<file path="src/sv/gfms_pkg.sv">
// ----------------------------------------------------------------------------
// gfms_pkg
// Shared types and constants for the gap-filling maximum subarray sum block.
// ----------------------------------------------------------------------------
package gfms_pkg;

  // Result kinds, also used as operation codes between front and back
  typedef enum logic [1:0] {
    KIND_FILL   = 2'd0,
    KIND_SAMPLE = 2'd1,
    KIND_MAX    = 2'd2
  } kind_t;

  // Control part of one queued operation
  typedef struct packed {
    kind_t kind;
    logic  last;
  } op_ctrl_t;

  // Operation queue depth (power of two, pointers wrap naturally)
  localparam int QUEUE_DEPTH = 4;

  // Most operations one input can produce
  localparam int MAX_OPS = 3;

endpackage

</file>
<file path="src/sv/gfms_front.sv">
// ----------------------------------------------------------------------------
// gfms_front
// Accepts samples, tracks missing-sample runs and the left neighbor, and turns
// each sample into zero to three operations, one per cycle while not q_full.
// ----------------------------------------------------------------------------
module gfms_front import gfms_pkg::*; #(
  parameter int SAMPLE_BITS = 16,
  parameter int COUNT_BITS  = 24
) (
  input  logic                          clk,
  input  logic                          rst,
  input  logic                          in_valid,
  output logic                          in_stall,
  input  logic signed [SAMPLE_BITS-1:0] sample,
  input  logic                          final_req,
  input  logic                          q_full,
  output logic                          op_valid,
  output op_ctrl_t                      op_ctrl,
  output logic signed [SAMPLE_BITS-1:0] op_val,
  output logic [COUNT_BITS-1:0]         op_cnt
);

  // Sequence state
  logic                          have_left;
  logic signed [SAMPLE_BITS-1:0] left_value;
  logic [COUNT_BITS-1:0]         pending;

  // Operation list of the transaction in flight
  op_ctrl_t                      ops_ctrl [MAX_OPS];
  logic signed [SAMPLE_BITS-1:0] ops_val  [MAX_OPS];
  logic [COUNT_BITS-1:0]         ops_cnt  [MAX_OPS];
  logic [1:0]                    nops;
  logic [1:0]                    pos;

  op_ctrl_t                      ctrl_next [MAX_OPS];
  logic signed [SAMPLE_BITS-1:0] val_next  [MAX_OPS];
  logic [COUNT_BITS-1:0]         cnt_next  [MAX_OPS];
  logic [1:0]                    nops_next;

  logic                          is_miss;
  logic [COUNT_BITS-1:0]         pend_inc;
  logic signed [SAMPLE_BITS:0]   pair_sum;
  logic signed [SAMPLE_BITS:0]   avg_full;
  logic signed [SAMPLE_BITS-1:0] avg;
  logic signed [SAMPLE_BITS-1:0] fill_left;
  logic                          busy;
  logic                          push;
  logic                          accept;

  // Sample classification and fill values
  assign is_miss   = (sample == '1);
  assign pend_inc  = (pending == '1) ? pending : pending + 1'b1;
  assign pair_sum  = (SAMPLE_BITS + 1)'(left_value) + (SAMPLE_BITS + 1)'(sample);
  // arithmetic shift rounds down; add one back for negative odd sums
  assign avg_full  = (pair_sum >>> 1)
                   + {{SAMPLE_BITS{1'b0}}, pair_sum[SAMPLE_BITS] & pair_sum[0]};
  assign avg       = avg_full[SAMPLE_BITS-1:0];
  assign fill_left = have_left ? left_value : '0;

  // Build the operation list for the incoming sample
  always_comb begin
    for (int i = 0; i < MAX_OPS; i++) begin
      ctrl_next[i] = '{kind: KIND_MAX, last: 1'b0};
      val_next[i]  = '0;
      cnt_next[i]  = '0;
    end
    nops_next = 2'd0;
    if (is_miss) begin
      if (final_req) begin
        ctrl_next[0].kind = KIND_FILL;
        val_next[0]       = fill_left;
        cnt_next[0]       = pend_inc;
        ctrl_next[1].kind = KIND_MAX;
        nops_next         = 2'd2;
      end
    end else if (pending != '0) begin
      ctrl_next[0].kind = KIND_FILL;
      val_next[0]       = have_left ? avg : sample;
      cnt_next[0]       = pending;
      ctrl_next[1].kind = KIND_SAMPLE;
      val_next[1]       = sample;
      cnt_next[1]       = COUNT_BITS'(1);
      ctrl_next[2].kind = KIND_MAX;
      nops_next         = final_req ? 2'd3 : 2'd2;
    end else begin
      ctrl_next[0].kind = KIND_SAMPLE;
      val_next[0]       = sample;
      cnt_next[0]       = COUNT_BITS'(1);
      ctrl_next[1].kind = KIND_MAX;
      nops_next         = final_req ? 2'd2 : 2'd1;
    end
    for (int i = 0; i < MAX_OPS; i++) begin
      ctrl_next[i].last = (2'(i) == nops_next - 2'd1);
    end
  end

  // Push sequencing: a new transaction enters as the last operation leaves
  assign busy     = (pos != nops);
  assign push     = busy && !q_full;
  assign in_stall = busy && !(push && (pos + 2'd1 == nops));
  assign accept   = in_valid && !in_stall;

  assign op_valid = busy;
  assign op_ctrl  = ops_ctrl[pos];
  assign op_val   = ops_val[pos];
  assign op_cnt   = ops_cnt[pos];

  // Control and sequence state
  always_ff @(posedge clk) begin
    if (rst) begin
      have_left  <= 1'b0;
      left_value <= '0;
      pending    <= '0;
      nops       <= 2'd0;
      pos        <= 2'd0;
    end else if (accept) begin
      nops <= nops_next;
      pos  <= 2'd0;
      if (final_req) begin
        have_left  <= 1'b0;
        left_value <= '0;
        pending    <= '0;
      end else if (is_miss) begin
        pending <= pend_inc;
      end else begin
        have_left  <= 1'b1;
        left_value <= sample;
        pending    <= '0;
      end
    end else if (push) begin
      pos <= pos + 2'd1;
    end
  end

  // Operation list payload
  always_ff @(posedge clk) begin
    if (accept) begin
      for (int i = 0; i < MAX_OPS; i++) begin
        ops_ctrl[i] <= ctrl_next[i];
        ops_val[i]  <= val_next[i];
        ops_cnt[i]  <= cnt_next[i];
      end
    end
  end

endmodule

</file>
<file path="src/sv/gfms_queue.sv">
// ----------------------------------------------------------------------------
// gfms_queue
// Small register FIFO between front and back; head is read combinationally.
// ----------------------------------------------------------------------------
module gfms_queue import gfms_pkg::*; #(
  parameter int WIDTH = 42
) (
  input  logic             clk,
  input  logic             rst,
  input  logic             push_valid,
  output logic             push_full,
  input  logic [WIDTH-1:0] push_data,
  output logic             pop_valid,
  input  logic             pop_ready,
  output logic [WIDTH-1:0] pop_data
);

  localparam int PTR_BITS = $clog2(QUEUE_DEPTH);
  localparam int CNT_BITS = $clog2(QUEUE_DEPTH + 1);

  logic [WIDTH-1:0]    entries [QUEUE_DEPTH];
  logic [PTR_BITS-1:0] wr_ptr;
  logic [PTR_BITS-1:0] rd_ptr;
  logic [CNT_BITS-1:0] count;
  logic                do_push;
  logic                do_pop;

  assign push_full = (count == CNT_BITS'(QUEUE_DEPTH));
  assign pop_valid = (count != '0);
  assign pop_data  = entries[rd_ptr];
  assign do_push   = push_valid && !push_full;
  assign do_pop    = pop_valid && pop_ready;

  // Pointers and occupancy
  always_ff @(posedge clk) begin
    if (rst) begin
      wr_ptr <= '0;
      rd_ptr <= '0;
      count  <= '0;
    end else begin
      if (do_push) wr_ptr <= wr_ptr + 1'b1;
      if (do_pop)  rd_ptr <= rd_ptr + 1'b1;
      if (do_push && !do_pop) begin
        count <= count + 1'b1;
      end else if (do_pop && !do_push) begin
        count <= count - 1'b1;
      end
    end
  end

  // Entry storage
  always_ff @(posedge clk) begin
    if (do_push) entries[wr_ptr] <= push_data;
  end

endmodule

</file>
<file path="src/sv/gfms_back.sv">
// ----------------------------------------------------------------------------
// gfms_back
// Executes queued operations: run-length product, closed-form Kadane update
// with saturation, and the registered result stage.
// ----------------------------------------------------------------------------
module gfms_back import gfms_pkg::*; #(
  parameter int SAMPLE_BITS = 16,
  parameter int COUNT_BITS  = 24,
  parameter int SUM_BITS    = 48
) (
  input  logic                          clk,
  input  logic                          rst,
  input  logic                          op_valid,
  output logic                          op_ready,
  input  op_ctrl_t                      op_ctrl,
  input  logic signed [SAMPLE_BITS-1:0] op_val,
  input  logic [COUNT_BITS-1:0]         op_cnt,
  output logic                          out_valid,
  input  logic                          out_stall,
  output logic [1:0]                    kind,
  output logic signed [SUM_BITS-1:0]    value,
  output logic [COUNT_BITS-1:0]         repeat_res,
  output logic                          end_of_run
);

  localparam int PW = COUNT_BITS + SAMPLE_BITS + 1;
  localparam int XW = ((PW > SUM_BITS) ? PW : SUM_BITS) + 1;
  localparam logic signed [XW-1:0] SMAX_X =
    {{(XW - SUM_BITS + 1){1'b0}}, {(SUM_BITS - 1){1'b1}}};
  localparam logic signed [XW-1:0] SMIN_X = ~SMAX_X;

  // Clamp a wide value into the sum range
  function automatic logic signed [SUM_BITS-1:0] sat_x(input logic signed [XW-1:0] x);
    logic signed [SUM_BITS-1:0] r;
    if (x > SMAX_X) begin
      r = SMAX_X[SUM_BITS-1:0];
    end else if (x < SMIN_X) begin
      r = SMIN_X[SUM_BITS-1:0];
    end else begin
      r = x[SUM_BITS-1:0];
    end
    return r;
  endfunction

  function automatic logic signed [SUM_BITS-1:0] sat_add(
    input logic signed [SUM_BITS-1:0] a,
    input logic signed [SUM_BITS-1:0] b
  );
    logic signed [XW-1:0] s;
    s = XW'(a) + XW'(b);
    return sat_x(s);
  endfunction

  function automatic logic signed [SUM_BITS-1:0] max0(input logic signed [SUM_BITS-1:0] a);
    return a[SUM_BITS-1] ? '0 : a;
  endfunction

  // Stage A: operation with its run product
  logic                          a_valid;
  op_ctrl_t                      a_ctrl;
  logic signed [SAMPLE_BITS-1:0] a_val;
  logic [COUNT_BITS-1:0]         a_cnt;
  logic signed [PW-1:0]          a_prod;

  // Kadane state
  logic                          started;
  logic signed [SUM_BITS-1:0]    cur_sum;
  logic signed [SUM_BITS-1:0]    best_sum;

  logic                          advance;
  logic                          fire;
  logic signed [SUM_BITS-1:0]    vx;
  logic signed [XW-1:0]          prod_x;
  logic signed [SUM_BITS-1:0]    m_all;
  logic signed [SUM_BITS-1:0]    m_less;
  logic signed [SUM_BITS-1:0]    carry_in;
  logic signed [SUM_BITS-1:0]    cur_next;
  logic signed [SUM_BITS-1:0]    peak;
  logic signed [SUM_BITS-1:0]    best_next;

  assign advance  = !out_valid || !out_stall;
  assign op_ready = !a_valid || advance;
  assign fire     = a_valid && advance;

  // Kadane step for a run of a_cnt copies of a_val
  always_comb begin
    vx       = SUM_BITS'(a_val);
    prod_x   = XW'(a_prod);
    m_all    = sat_x(prod_x);
    m_less   = sat_x(prod_x - XW'(a_val));
    carry_in = started ? max0(cur_sum) : '0;
    if (!a_val[SAMPLE_BITS-1]) begin
      cur_next = sat_add(carry_in, m_all);
      peak     = cur_next;
    end else begin
      cur_next = sat_add(vx, max0(sat_add(carry_in, m_less)));
      peak     = sat_add(carry_in, vx);
    end
    best_next = (!started || (peak > best_sum)) ? peak : best_sum;
  end

  // Control, Kadane state and result valid
  always_ff @(posedge clk) begin
    if (rst) begin
      a_valid   <= 1'b0;
      out_valid <= 1'b0;
      started   <= 1'b0;
      cur_sum   <= '0;
      best_sum  <= '0;
    end else begin
      if (op_ready) a_valid <= op_valid;
      if (advance)  out_valid <= a_valid;
      if (fire) begin
        if (a_ctrl.kind == KIND_MAX) begin
          started  <= 1'b0;
          cur_sum  <= '0;
          best_sum <= '0;
        end else begin
          started  <= 1'b1;
          cur_sum  <= cur_next;
          best_sum <= best_next;
        end
      end
    end
  end

  // Stage A payload: one multiply per operation
  always_ff @(posedge clk) begin
    if (op_ready && op_valid) begin
      a_ctrl <= op_ctrl;
      a_val  <= op_val;
      a_cnt  <= op_cnt;
      a_prod <= $signed({1'b0, op_cnt}) * op_val;
    end
  end

  // Result register
  always_ff @(posedge clk) begin
    if (fire) begin
      kind       <= a_ctrl.kind;
      end_of_run <= a_ctrl.last;
      if (a_ctrl.kind == KIND_MAX) begin
        value      <= best_sum;
        repeat_res <= '0;
      end else begin
        value      <= vx;
        repeat_res <= a_cnt;
      end
    end
  end

endmodule

</file>
<file path="src/sv/gap_fill_max_subarray_sum.sv">
// ----------------------------------------------------------------------------
// gap_fill_max_subarray_sum
// Missing-sample recovery with a running maximum subarray sum.
// ----------------------------------------------------------------------------
// Samples equal to -1 are missing. A run of them is reported as one filled
// result (average of its neighbors, or the right neighbor alone) ahead of the
// next valid sample, which follows as its own result. A sample with final_req
// set closes the sequence: a pending run takes the left neighbor (or 0) and
// the saturated maximum subarray sum is reported last. Each input causes n
// results, n from 0 to 3, and the next input is taken as its last operation
// is pushed: the front pushes one operation per cycle while the four-entry
// queue has room, and the back retires one operation per cycle, unless the
// output stalls, through a multiply stage and the Kadane update.
// ----------------------------------------------------------------------------
module gap_fill_max_subarray_sum import gfms_pkg::*; #(
  parameter int SAMPLE_BITS = 16,
  parameter int COUNT_BITS  = 24,
  parameter int SUM_BITS    = 48
) (
  input  logic                          clk,
  input  logic                          rst,
  input  logic                          in_valid,
  output logic                          in_stall,
  input  logic signed [SAMPLE_BITS-1:0] sample,
  input  logic                          final_req,
  output logic                          out_valid,
  input  logic                          out_stall,
  output logic [1:0]                    kind,
  output logic signed [SUM_BITS-1:0]    value,
  output logic [COUNT_BITS-1:0]         repeat_res,
  output logic                          end_of_run
);

  localparam int CW = $bits(op_ctrl_t);
  localparam int QW = CW + SAMPLE_BITS + COUNT_BITS;

  logic                          f_valid;
  op_ctrl_t                      f_ctrl;
  logic signed [SAMPLE_BITS-1:0] f_val;
  logic [COUNT_BITS-1:0]         f_cnt;
  logic                          q_full;
  logic [QW-1:0]                 q_in;
  logic [QW-1:0]                 q_out;
  logic                          q_valid;
  logic                          q_ready;
  op_ctrl_t                      b_ctrl;
  logic signed [SAMPLE_BITS-1:0] b_val;
  logic [COUNT_BITS-1:0]         b_cnt;

  // Front: classification and run tracking
  gfms_front #(
    .SAMPLE_BITS (SAMPLE_BITS),
    .COUNT_BITS  (COUNT_BITS)
  ) u_front (
    .clk       (clk),
    .rst       (rst),
    .in_valid  (in_valid),
    .in_stall  (in_stall),
    .sample    (sample),
    .final_req (final_req),
    .q_full    (q_full),
    .op_valid  (f_valid),
    .op_ctrl   (f_ctrl),
    .op_val    (f_val),
    .op_cnt    (f_cnt)
  );

  // Operation queue
  assign q_in = {f_ctrl, f_val, f_cnt};

  gfms_queue #(
    .WIDTH (QW)
  ) u_queue (
    .clk        (clk),
    .rst        (rst),
    .push_valid (f_valid),
    .push_full  (q_full),
    .push_data  (q_in),
    .pop_valid  (q_valid),
    .pop_ready  (q_ready),
    .pop_data   (q_out)
  );

  assign b_ctrl = op_ctrl_t'(q_out[QW-1 -: CW]);
  assign b_val  = q_out[COUNT_BITS +: SAMPLE_BITS];
  assign b_cnt  = q_out[COUNT_BITS-1:0];

  // Back: Kadane execution and results
  gfms_back #(
    .SAMPLE_BITS (SAMPLE_BITS),
    .COUNT_BITS  (COUNT_BITS),
    .SUM_BITS    (SUM_BITS)
  ) u_back (
    .clk        (clk),
    .rst        (rst),
    .op_valid   (q_valid),
    .op_ready   (q_ready),
    .op_ctrl    (b_ctrl),
    .op_val     (b_val),
    .op_cnt     (b_cnt),
    .out_valid  (out_valid),
    .out_stall  (out_stall),
    .kind       (kind),
    .value      (value),
    .repeat_res (repeat_res),
    .end_of_run (end_of_run)
  );

  // The maximum sum always closes its transaction
  a_max_is_last: assert property (@(posedge clk) disable iff (rst)
    out_valid && (kind == KIND_MAX) |-> end_of_run && (repeat_res == '0))
    else $error("maximum sum result not last or with nonzero count");

  // A valid sample stands for exactly one recovered sample
  a_sample_count: assert property (@(posedge clk) disable iff (rst)
    out_valid && (kind == KIND_SAMPLE) |-> (repeat_res == COUNT_BITS'(1)))
    else $error("valid sample result with count other than one");

  // A filled run is never empty
  a_fill_nonempty: assert property (@(posedge clk) disable iff (rst)
    out_valid && (kind == KIND_FILL) |-> (repeat_res != '0))
    else $error("filled run result with zero length");

  // A full queue holds the front's current operation in place
  a_queue_backpressure: assert property (@(posedge clk) disable iff (rst)
    f_valid && q_full |=> f_valid)
    else $error("front dropped an operation while the queue was full");

endmodule
</file>
<file path="config.mk">
export PLATFORM = sky130hd
export DESIGN_NAME = gap_fill_max_subarray_sum
export DESIGN_NICKNAME = d
export VERILOG_FILES = /design/src/sv/gfms_pkg.sv /design/src/sv/gfms_front.sv /design/src/sv/gfms_queue.sv /design/src/sv/gfms_back.sv /design/src/sv/gap_fill_max_subarray_sum.sv
export SDC_FILE = /design/constraint.sdc
export NUM_CORES = 2
export LEC_CHECK = 0
export CAP_MARGIN = 20
export CORE_UTILIZATION = 60
export DETAILED_ROUTE_END_ITERATION = 16
export DONT_BUFFER_PORTS = 1
export GPL_TIMING_DRIVEN = 0
export HOLD_SLACK_MARGIN = 0.05
export PLACE_DENSITY = 0.78
export SLEW_MARGIN = 0
export SYNTH_ARGS = -nofsm -noshare
export SYNTH_HDL_FRONTEND = slang
export SYNTH_SLANG_ARGS = --single-unit
</file>
<file path="constraint.sdc">
create_clock -name clk -period 28.1 [get_ports clk]
set_input_delay 4.215 -clock clk [delete_from_list [all_inputs] [get_ports clk]]
set_output_delay 4.215 -clock clk [all_outputs]
set_load 0.05 [all_outputs]
</file>
# After elaboration in Yosys (flattened, before gate mapping)
# Memory sizes are Yosys's and may differ from the RTL's. A register that Yosys moved wholly into a read port is not among the register bits.
# Cells that the tools add are included.
# totals
reg_bits	310
mem_bits_rw	301
inputBits	21
wordCells	158
mem_count	4
# op_classes
addsub	14
n_mul	1
magnitude_cmp	13
n_eq_ne	9
n_mux	66
n_bitwise	1
n_reduce_logical	28
# mem_list
memory	depth	width	rd	rd_clocked_by_memory_dff	write_ports	line_no	rtl
u_queue.entries	4	43	1	1	1	gfms_queue.sv:21	logic [WIDTH-1:0] entries [QUEUE_DEPTH];
u_front.ops_cnt	3	24	1	1	3	gfms_front.sv:31	logic [COUNT_BITS-1:0] ops_cnt [MAX_OPS];
u_front.ops_val	3	16	1	1	3	gfms_front.sv:30	logic signed [SAMPLE_BITS-1:0] ops_val [MAX_OPS];
u_front.ops_ctrl	3	3	1	1	3	gfms_front.sv:29	op_ctrl_t ops_ctrl [MAX_OPS];
# ops
op	count
$mux W48	19
$gt A49 B48 Y1 const B	5
$lt A49 B48 Y1 const B	5
$mux W24	7
$mux W16	9
$mux W47	3
$add A48 B48 Y49	2
$add A16 B48 Y49	1
$add A48 B16 Y49	1
$gt A41 B48 Y1 const B	1
$gt A48 B48 Y1	1
$lt A41 B48 Y1 const B	1
$sub A41 B16 Y42	1
$mul A25 B16 Y41	1
$mux W2	16
$add A24 B1 Y24 const B	1
$eq A24 B24 Y1 const B	1
$reduce_bool A24 Y1	1
$add A16 B16 Y17	1
$add A16 B1 Y16	1
$eq A16 B16 Y1 const B	1
$mux W1	10
$logic_not A1 Y1	9
$logic_and A1 B1 Y1	8
other kinds (19)	26

# Longest topological paths before layout
# depth
ltp_word	16
ltp_mapped	44
mapped_depth_nobuf	40

# Modules after synthesis
# A second synthesis with hierarchy kept.
# hier_totals
hier_cells	5467
hier_area_um2	50926.3
# modules_own_cells
mod	instances	cells_each	area_per_inst_um2	seq_area_each_um2
gfms_back	1	4416	37314.5	6756.5
gfms_front	1	778	6891.6	2832.7
gfms_queue	1	273	6720.2	5345.1

# Least setup slack after synthesis
# Ideal clock, no wire load.
# synth_timing
kind	input to register
from	input port out_stall
to	register u_queue.count[2]
setup_ns	0.070
t_arrival_ns	9.899
path_slack_ns	18.131
cell_stages	8
cell_sequence	a31oi_1 inv_1 ha_1 inv_1 fa_1 xor2_1 or3_1 a21oi_1
# synth_between
elab_chain_len	7
# synth_rtl
item	line_no	rtl
start, declared	gap_fill_max_subarray_sum.sv:27	input logic out_stall,
$logic_not A1 Y1 (*)	gfms_back.sv:81	assign advance = !out_valid || !out_stall;
$logic_or A1 B1 Y1 (*)	gfms_back.sv:81	
$logic_or A1 B1 Y1 (*)	gfms_back.sv:82	assign op_ready = !a_valid || advance;
$logic_and A1 B1 Y1 (*)	gfms_queue.sv:32	assign do_pop = pop_valid && pop_ready;
$logic_not A1 Y1	gfms_queue.sv:43	if (do_push && !do_pop) begin
$logic_and A1 B1 Y1	gfms_queue.sv:43	
$mux W3 or $reduce_bool A2 Y1 (tied branches)	n/a	
end signal, assigned	gfms_queue.sv:44	count <= count + 1'b1;
end signal, assigned	gfms_queue.sv:46	count <= count - 1'b1;
end, declared	gfms_queue.sv:24	logic [CNT_BITS-1:0] count;
# Every way passes the cells marked *; elsewhere a longest branch is shown, timed or not.
# A chain may end at the register's enable or synchronous reset.

# Worst setup path after layout
# layout_timing
from	register u_back.a_val[15]
to	register u_back.cur_sum[19]
# layout_between
elab_chain_len	16
# layout_rtl
item	line_no	rtl
start, declared	gfms_back.sv:61	logic signed [SAMPLE_BITS-1:0] a_val;
start signal, assigned	gfms_back.sv:131	a_val <= op_val;
$sub A41 B16 Y42	gfms_back.sv:90	m_less = sat_x(prod_x - XW'(a_val));
$lt A49 B48 Y1	gfms_back.sv:37	end else if (x < SMIN_X) begin
$mux W48	gfms_back.sv:37	
$mux W48	gfms_back.sv:35	if (x > SMAX_X) begin
$add A48 B48 Y49	gfms_back.sv:50	s = XW'(a) + XW'(b);
$lt A49 B48 Y1	gfms_back.sv:37	
$mux W48	gfms_back.sv:37	
$mux W48	gfms_back.sv:35	
$mux W48	gfms_back.sv:92	if (!a_val[SAMPLE_BITS-1]) begin
$mux W47	gfms_back.sv:55	return a[SUM_BITS-1] ? '0 : a;
$add A16 B48 Y49	gfms_back.sv:50	
$lt A49 B48 Y1	gfms_back.sv:37	
$mux W48	gfms_back.sv:37	
$mux W48	gfms_back.sv:35	
$mux W48 (*)	gfms_back.sv:92	
$mux W48 (*)	gfms_back.sv:114	if (a_ctrl.kind == KIND_MAX) begin
end signal, assigned	gfms_back.sv:120	cur_sum <= cur_next;
end, declared	gfms_back.sv:67	logic signed [SUM_BITS-1:0] cur_sum;
# Every way passes the cells marked *; elsewhere a longest branch is shown, timed or not. The select of a mux whose other input is x is not followed.

==> flow_summary.ini <==
[critical_path]
cell_mode_on_critical_path = sky130_fd_sc_hd__a21oi_1
critical_path_arrival_ps = 13160
setup.worst_path.start_class = flop
r2r_setup_slk_ps = 15500
worst_r2r_startpoint = u_back.a_val[15]
r2r_end = u_back.cur_sum[19]
slowest_stage = sky130_fd_sc_hd__clkbuf_2
rr_worst_depth = 42
timing.critical_path.slowest_cell_delay_ps = 810
timing.setup.critical_path_class = flop to flop
worstSetupEndpointType = flop
timing.critical_path.required_ps = 28660
critPathMaxFanout = 35

[routing]
drt_pass1_iterations = 6
aggregate_routed_wire_length_um = 150000
drt-initial-drc-count = 2954
route.vias.total = 41097
detail_route.wl_per_cell_um = 22.7
drt-vias-per-instance = 6.21
detail_route.drc_violations = 0
drtAntennaViolNets = 0

[yosys]
avgSynthCellArea_um2 = 9.25
post_synth_edffs = 394
mapped_nets = 6197
post_synth_fa_ha_maj_area_fraction_pct = 23.6
yosys-mux-area-fraction_pct = 2.64
yosys_register_bits = 549
netlist_instances = 5417
synth_async_sr_flop_share_pct = 0
netlist_area_mm2 = 0.0501
synth_xor_area_share_pct = 4.96
synth_simple_gate_area_share_pct = 15.0
post_synth_num_cell_types = 100
postSynth.topFlopCell = sky130_fd_sc_hd__edfxtp_1
yosysWarnings = 0
synth_sequential_area_ratio_pct = 29.8
synth_compound_gate_area_share_pct = 18.0
synth_top_family_by_area = adder cells

[clocking]
cts_post_setup_buffers_inserted = 0
clock_sink_count = 549
postCtsHoldBufs = 0
htree_num_levels = 2
numCtsBuffers = 59
clock_pin_slew_on_the_worst_setup_and_hold_paths_ps = 60
clock_tree_from_tritoncts = built
clk_latency_ps = 670
cts_root_buffer = sky130_fd_sc_hd__clkbuf_16
clockBufferDepth = 3
post_cts.resized_instances = 0

[sta]
fin_crit_ps = 12600
rsz0062_at_grt = no
finalSetupTns_ps = 0
min_period_over_period_pct = 44.8
drv_slew = 0
tightestPinTransition_ps = 1300
setup_viol_count_final = 0
worst_relative_slew_slack_pct = 11.0
max_freq_mhz = 79.4
clock_skew_ps = 34.5
finalHoldViolations = 0

[global_routing]
grt_first_pass_wirelength_um = 230000
global_route_usage_sum_pct = 35.2
grt_antenna_before_repair = 2
maximum_number_of_pins_on_one_net_before_global_route_repair = 51
vias_in_the_first_global_route = 40827
globalRoute.totalOverflow = 0

[floorplanning]
initial_utilization_pct = 60.8
chipHeight_um = 291
design.die.area_mm2 = 0.0847
placeableCoreArea_mm2 = 0.0824
rows = 105
ios = 98
dieWidth_um = 291

[worst_hold_path]
whs_endpoint = u_back.end_of_run
min_path_cells = 0
hp-start = u_back.a_ctrl[0]
worst_hold_path_type = flop to flop

[finish]
layout.cells.most_common = sky130_fd_sc_hd__nand2_1
drive_above_1_share_pct = 4.81
fillers = 6826
utilization_pct = 65.3
mostFrequentLayoutCells = sky130_fd_sc_hd__nand2_1, sky130_fd_sc_hd__inv_1, sky130_fd_sc_hd__a21oi_1, sky130_fd_sc_hd__ha_1, sky130_fd_sc_hd__edfxtp_1
finish.net_count = 6275
synthToLayoutAreaGrowth_pct = 7.34

[placed_design]
finalWeightedCongestion = 0.999
dp.final_hpwl_um = 122000
port-buffer-count = 0

[run]
cap_viol_max_count = 0

[status]
outcome = finished clean
[cell usage after synthesis, types with 48 or more instances]
cell,count,area [um2]
sky130_fd_sc_hd__nand4_1,79,494
sky130_fd_sc_hd__nand3_1,94,470
sky130_fd_sc_hd__o31ai_1,62,465
sky130_fd_sc_hd__a22o_1,53,464
sky130_fd_sc_hd__nor3_1,64,320
sky130_fd_sc_hd__edfxtp_1,394,11800
sky130_fd_sc_hd__inv_1,499,1870
sky130_fd_sc_hd__a21o_1,187,1400
sky130_fd_sc_hd__dfxtp_1,155,3100
sky130_fd_sc_hd__nand2b_1,48,300
sky130_fd_sc_hd__clkbuf_1,201,754
sky130_fd_sc_hd__and2_1,157,982
sky130_fd_sc_hd__nor2_1,305,1140
sky130_fd_sc_hd__xnor2_1,171,1500
sky130_fd_sc_hd__a21oi_1,455,2280
sky130_fd_sc_hd__nor2b_1,85,532
sky130_fd_sc_hd__o21ai_0,282,1410
sky130_fd_sc_hd__ha_1,446,5580
sky130_fd_sc_hd__fa_1,313,6270
sky130_fd_sc_hd__xor2_1,111,972
sky130_fd_sc_hd__nand2_1,577,2170
[cell type report]
class                      count  area (um2)  share of cell area, %
timing repair buffer          17         328                  0.609
tap                         1070        1340                   2.49
sequential                   549       14900                   27.8
antenna                        2        5.00                0.00930
clock inverter                31         330                  0.614
buffer                       264        1080                   2.01
clock buffer                  81        1650                   3.07
multi-input combinational   4103       32200                   59.9
inverter                     501        1880                   3.50
[logic make-up after synthesis]
logic type / after synthesis
adder cells (fa/ha/maj): 759
AO/OA/AOI/OAI: 1413
buffers and inverters: 765
multiplexers: 84
XOR/XNOR: 283
flip-flops: 549
AND/OR/NAND/NOR: 1564
[routing by layer]
metal | global-route usage, % | vias to the layer above | share of wire [%] | wire length [um]
met5 | 0 | - | 0 | 0
met4 | 21.7 | 0 | 7.1 | 10600
met3 | 3.63 | 485 | 6.0 | 9040
met2 | 62.6 | 1710 | 49 | 74000
met1 | 40.8 | 19671 | 38 | 56700
li1 | - | 19231 | - | -
[critical path: cells and delay by family, from the launching register on]
| kind | cells | cell delay (ps) |
|---|---|---|
| AO/OA/AOI/OAI | 24 | 5950 |
| AND/OR/NAND/NOR | 4 | 670 |
| adder cells (fa/ha/maj) | 3 | 1100 |
| flip-flops | 1 | 560 |
| XOR/XNOR | 1 | 80 |
| buffers and inverters | 9 | 3220 |
| multiplexers | 1 | 800 |
[stage by stage]
step	cell area [um2]	worst slack, ps	cells	hold WS, ps
2_1_floorplan	50100	18130	5417	400
3_3_place_gp	51500	13680	6487	403
3_5_place_dp	51800	15690	6502	408
4_1_cts	53800	15630	6614	436
5_1_grt	53800	15130	6616	455
6_report	53800	15500	6618	438
[sequential cells by signal (all words and copies together), names as in the netlist, 24 cells and up, named ones only]
signal,cells
u_back.best_sum,48
u_back.a_prod,41
u_back.repeat_res,24
u_back.value,48
u_front.pending,24
u_queue.entries,172
u_front.ops_val,32
u_back.cur_sum,48
u_front.ops_cnt,24
u_back.a_cnt,24
[worst max path at each step]
| stage | end | slack (ps) | from |
|---|---|---|---|
| after floorplan | u_queue.count[2] | 18130 | out_stall |
| after global placement | u_back.cur_sum[19] | 13680 | u_back.a_val[15] |
| after detailed placement | u_back.cur_sum[19] | 15690 | u_back.a_val[15] |
| after CTS | u_back.cur_sum[19] | 15630 | u_back.a_val[15] |
| after global routing | u_back.cur_sum[19] | 15130 | u_back.a_val[15] |
| final | u_back.cur_sum[19] | 15500 | u_back.a_val[15] |
Power is left out: the tool's default activity adds up to more than one toggle a clock period on the data nets, which glitch-free logic cannot reach.
